$ cat config.mk
export PLATFORM = sky130hd
export DESIGN_NAME = sellm_sqrt
export DESIGN_NICKNAME = d
export VERILOG_FILES = /design/src/rtl/core/assert_macros.svh /design/src/rtl/core/sellm_pkg.sv /design/src/rtl/core/sellm_sqrt.sv
export SDC_FILE = /design/constraint.sdc
export NUM_CORES = 2
export LEC_CHECK = 0
export ABC_AREA = 1
export BUFFER_PORTS_ARGS = -buffer_cell sky130_fd_sc_hd__buf_2
export CAP_MARGIN = 25
export CORE_AREA = 4 4 382 760
export CTS_CLUSTER_DIAMETER = 80
export DETAILED_ROUTE_END_ITERATION = 10
export DIE_AREA = 0 0 386 764
export SLEW_MARGIN = 25
export SYNTH_ARGS = -nofsm -noshare
export SYNTH_HDL_FRONTEND = slang
export SYNTH_SLANG_ARGS = --single-unit
$ cat constraint.sdc
create_clock -name clk -period 2.5 [get_ports clk]
set_clock_uncertainty 0.05 [all_clocks]
set_input_delay 0.75 -clock clk [delete_from_list [all_inputs] [get_ports clk]]
set_output_delay 0.75 -clock clk [all_outputs]
set_load 0.01 [all_outputs]
$ cat src/rtl/core/assert_macros.svh
// ----------------------------------------------------------------------------
// Assertion macros
// Shared concurrent assertion forms, clocked on clk and disabled in rst.
// ----------------------------------------------------------------------------
`ifndef ASSERT_MACROS_SVH
`define ASSERT_MACROS_SVH

// Check cond at every clock edge.
`define ASSERT_ALWAYS(label, cond, msg) \
  label: assert property (@(posedge clk) disable iff (rst) (cond)) else $error(msg);

// Check that ante implies cons in the following cycle.
`define ASSERT_NEXT(label, ante, cons, msg) \
  label: assert property (@(posedge clk) disable iff (rst) (ante) |=> (cons)) else $error(msg);

`endif

$ cat src/rtl/core/sellm_pkg.sv
// ----------------------------------------------------------------------------
// Sellmeier index package
// Widths, register indexes, status codes and pipeline depths.
// ----------------------------------------------------------------------------
`default_nettype none

package sellm_pkg;

  localparam int WAVE_W    = 24;
  localparam int COEF_W    = 32;
  localparam int INDEX_W   = 32;
  localparam int CFG_IDX_W = 3;

  localparam logic [CFG_IDX_W-1:0] REG_WAVE_MIN = 3'd0;
  localparam logic [CFG_IDX_W-1:0] REG_WAVE_MAX = 3'd1;
  localparam logic [CFG_IDX_W-1:0] REG_COEF_A   = 3'd2;
  localparam logic [CFG_IDX_W-1:0] REG_COEF_B1  = 3'd3;
  localparam logic [CFG_IDX_W-1:0] REG_COEF_B2  = 3'd4;
  localparam logic [CFG_IDX_W-1:0] REG_POLE_ONE = 3'd5;
  localparam logic [CFG_IDX_W-1:0] REG_POLE_TWO = 3'd6;

  typedef logic [1:0] status_t;
  localparam status_t ST_OK    = 2'd0;
  localparam status_t ST_RANGE = 2'd1;
  localparam status_t ST_POLE  = 2'd2;
  localparam status_t ST_NEG   = 2'd3;

  // squared wavelength in um^2, 2^-32 units
  localparam int WW_W       = 2 * WAVE_W;
  localparam int L2_W       = 45;
  localparam int LD_REM_W   = 14;
  localparam logic [LD_REM_W:0] LD_DIVISOR = 15'd15625;
  localparam int LD_STEPS   = 5;
  localparam int LD_STAGES  = L2_W / LD_STEPS;

  // squared pole and denominator
  localparam int PSQ_W      = 47;
  localparam int DEN_W      = 47;

  // oscillator term division
  localparam int NUM_W      = COEF_W + L2_W - 1;
  localparam int DIV_BITS   = 62;
  localparam int DIV_LAT    = DIV_BITS + 2;
  localparam int TERM_W     = DIV_BITS + 1;
  localparam logic [DIV_BITS-1:0] TERM_CAP = {2'b10, {(DIV_BITS-2){1'b0}}};

  // square root
  localparam int ROOT_W     = INDEX_W;
  localparam int SQ_LAT     = ROOT_W;
  localparam int SUM_W      = 64;
  localparam logic [SUM_W-1:0] ONE_Q24 = 64'd16777216;

endpackage

`default_nettype wire

$ cat src/rtl/core/sellm_sqrt.sv
// ----------------------------------------------------------------------------
// Sellmeier square root
// Pipelined digit-by-digit integer root of {rad_hi, 32'b0}, one bit per stage.
// ----------------------------------------------------------------------------
`default_nettype none

module sellm_sqrt
  import sellm_pkg::*;
(
  input  wire logic              clk,
  input  wire logic              en,
  input  wire logic [ROOT_W-1:0] rad_hi,
  output logic      [ROOT_W-1:0] root
);

  logic [ROOT_W+1:0] s_rem  [0:SQ_LAT];
  logic [ROOT_W-1:0] s_root [0:SQ_LAT];
  logic [ROOT_W-1:0] s_x    [0:SQ_LAT];

  assign s_rem[0]  = '0;
  assign s_root[0] = '0;
  assign s_x[0]    = rad_hi;

  for (genvar k = 0; k < SQ_LAT; k++) begin : g_step
    logic [ROOT_W+3:0] cur;
    logic [ROOT_W+3:0] trial;
    logic              ge;

    always_comb begin
      cur   = {s_rem[k], s_x[k][ROOT_W-1:ROOT_W-2]};
      trial = {2'b00, s_root[k], 2'b01};
      ge    = cur >= trial;
    end

    always_ff @(posedge clk) begin
      if (en) begin
        s_rem[k+1]  <= ge ? (cur[ROOT_W+1:0] - trial[ROOT_W+1:0]) : cur[ROOT_W+1:0];
        s_root[k+1] <= {s_root[k][ROOT_W-2:0], ge};
        s_x[k+1]    <= {s_x[k][ROOT_W-3:0], 2'b00};
      end
    end
  end

  assign root = s_root[SQ_LAT];

endmodule

`default_nettype wire

==> summary.txt <==
Largest net degree at the start of global routing -> 85
Via Count -> 106600
CTS H-tree lvls -> 4
Worst path arrival time -> 3.42 ns
CP max stage cell -> edfxtp_1
Worst setup EP type -> register
Hold Fails Final Rpt -> 0
Gate Count Post-Synth -> 14550
Commonest non-fill, non-tap cells in the layout -> nand2_1 (4629), inv_1 (2525), buf_4 (2002), edfxtp_1 (1756), nor2_1 (1129)
Leakage dissipation -> 0.07036 uW
Synth cell types -> 58
Final worst-path setup slack -> -0.3624 ns
HPWL after detailed placement -> 382.7 mm
Fraction of registers with async set or reset after synthesis -> 0%
Status -> finished, violations left
CP required -> 3.06 ns
Post-synth EDFFs -> 1756
Buf/Inv on CP -> 3
Max stage delay on crit path -> 0.64 ns
Vias in the first global route -> 108600
Startpoint class of the critical path -> register
Slew Viols, Final -> 0
FF+latch count, synth -> 1756
Nets -> 17540
Beginning of the worst hold path -> rad_hi[22]
Final setup viols -> 108
Antenna violations before repair -> 12
Reg area -> 52730 um^2
Routed wire length -> 484.3 mm
Critical path class -> register to register
Synth Flop Type -> edfxtp_1
Site Rows -> 277
Drt first pass iters -> 9
Clk Latency, worst-skew pair -> 0.92 ns
DRC Markers -> 0
Synthesis-to-finish area growth -> 32.15%
Overall global routing resource usage -> 32.04%
DP Area -> 133000 um^2
CP cell instances -> ha_4, buf_4, nand2_4, nor2_1, nand3_2, nand2_4, nand2_1, nand2_2, buf_12, nand2_1, nand3_1, nand2_2, nand2_4, inv_2
Tcrit/Tclk final -> 114.5%
Die Y-Extent -> 764 um
Syn_nets -> 15130
Share of post-route cells with drive strength above 1 -> 23.47%
CP max FO -> 4
Synth area leader -> edfxtp_1
CTS root buf -> clkbuf_16
Hold/Removal Path Class -> input pin to register
CP most frequent cell -> nand2_4
Die area -> 294900 um^2
Post-layout util -> 52.65%
Crit path from -> g_step[23].cur[7]$_DFFE_PP_
CORE AREA -> 284500 um^2
RSZ-0062 raised after global routing -> yes
Clock slew seen by the registers of the worst setup and hold paths -> 0.06 ns
Routability cong. -> 1.055
Grt total ovfl -> 0
Worst-margin pin slew -> 0.8638 ns
Min Tclk post-route -> 2.862 ns
Max Fclk -> 349.4 MHz
Post-Syn Area -> 113400 um^2
Max_cap viols -> 0
CTS buffer count -> 182
Synth top area share -> 46.51%
Tot Pwr -> 112400 uW
Sequential element share of the synthesized area -> 46.51%
Synth Area per Inst -> 7.790 um^2
Die Wd -> 386 um
Post-route ant nets -> 0
Relative slew slack -> 42.41%
Multi-input logic area -> 56140 um^2
First-pass GRT wire length -> 676.4 mm
I/O Buffers -> 65
PwrDens -> 749.9 nW/um^2
Synthesis warning total -> 0
CP delay by family, top -> simple AND/OR/NAND/NOR gates
Initial Utilization -> 39.85%
Post-route cell area -> 149800 um^2
VDD IR max -> 0.0008241 V
Drt first-iter violations -> 5714
CTS tree -> yes
R2r startpoint -> g_step[23].cur[7]$_DFFE_PP_
Max Root-Sink Buffers -> 4
Via-to-Cell Ratio -> 5.106
Most common cell after layout, fill and taps aside -> nand2_1
Ports -> 66
Failing checks -> negative setup slack
Top post-synthesis cells by area -> edfxtp_1 (47%), nand2_1 (17%), inv_1 (8.7%)
Clock sinks -> 1756
Fillers -> 26940
Wire per inst -> 23.20 um
[cell usage after synthesis (all sizes together), types with 2 or more instances]
cell type	number
a211oi	3
a21boi	11
a21o	7
a21oi	569
a31oi	5
and2	59
and3	21
buf	124
edfxtp	1756
fa	15
ha	531
inv	2651
nand2	5120
nand3	847
nand3b	115
nand4	231
nor2	1289
nor2b	2
nor3	263
nor3b	18
nor4	15
o2111ai	2
o211ai	11
o21a	8
o21ai	370
o21bai	29
or2	51
xnor2	155
xor2	271
[state kept, by name, summed over array words and instances, names as in the netlist]
register,count
root,32
g_step.trial,496
s_x,210
g_step.cur,1018
[where the power goes]
group	internal, uW	switching (uW)	leakage, uW
Combinational	16600	25200	0.0509
Sequential	37400	4260	0.0165
Clock	16200	12700	0.00291
[logic make-up after synthesis]
kind of cell	count (synthesis)	share of synthesized area, %
flops	1756	46.51
compound gates	1016	4.815
other cells	1	0.003308
xor+xnor	426	3.291
fa+ha+maj	546	6.125
buf+inv	2776	9.707
simple gates	8033	29.55
[metal layers]
metal  part of all wire (%)  vias to the layer above  global-route usage (%)
li1                       -                    51390                       -
met1                     24                    48920                   20.96
met2                     54                     3687                   62.85
met3                    4.5                     2565                   6.221
met4                     17                        6                   41.10
met5                 0.0062                        -                       0
[metrics by stage]
| step | hold slack [ns] | cells | worst slack [ns] | TNS, ns |
|---|---|---|---|---|
| floorplan | 0.3503 | 14550 | 0.08606 | 0 |
| global placement | 0.3502 | 20150 | -0.4861 | -73.33 |
| detailed placement | 0.3545 | 20150 | -0.4716 | -76.89 |
| CTS | 0.0004459 | 20660 | -0.06456 | -0.9137 |
| global route | 0.02942 | 20860 | -0.4157 | -21.43 |
| finish | 0.05879 | 20870 | -0.3624 | -9.854 |
[area by class of cell]
class | instances | area share (%)
antenna | 12 | 0.02004
tap | 3766 | 3.145
timing repair buffer | 2336 | 13.32
inverter | 2651 | 6.735
clock inverter | 122 | 0.9829
timing repair inverter | 6 | 0.05261
sequential | 1756 | 35.19
multi-input combinational | 10020 | 37.47
clock buffer | 199 | 3.082
[repair_timing]
item                                    CTS  global route
hold buffers                             31             0
pin swaps                                92           278
gates resized for setup                 552          1135
endpoints found under the hold margin    30             0
endpoints found under the setup margin  528           756
buffers inserted                        140           211
cloned                                   25            15
[path summary, 6_finish.rpt]
check                           slack, ns  cells after the start                      endpoint
worst max-delay path                -0.36                     14  g_step[24].cur[31]$_DFFE_PP_
worst min-delay path                 0.06                      1           s_x[1016]$_DFFE_PP_
worst max register to register      -0.36                     14  g_step[24].cur[31]$_DFFE_PP_
worst min register to register       0.36                      0            s_x[665]$_DFFE_PP_
Power figures use the tool's default switching activity.
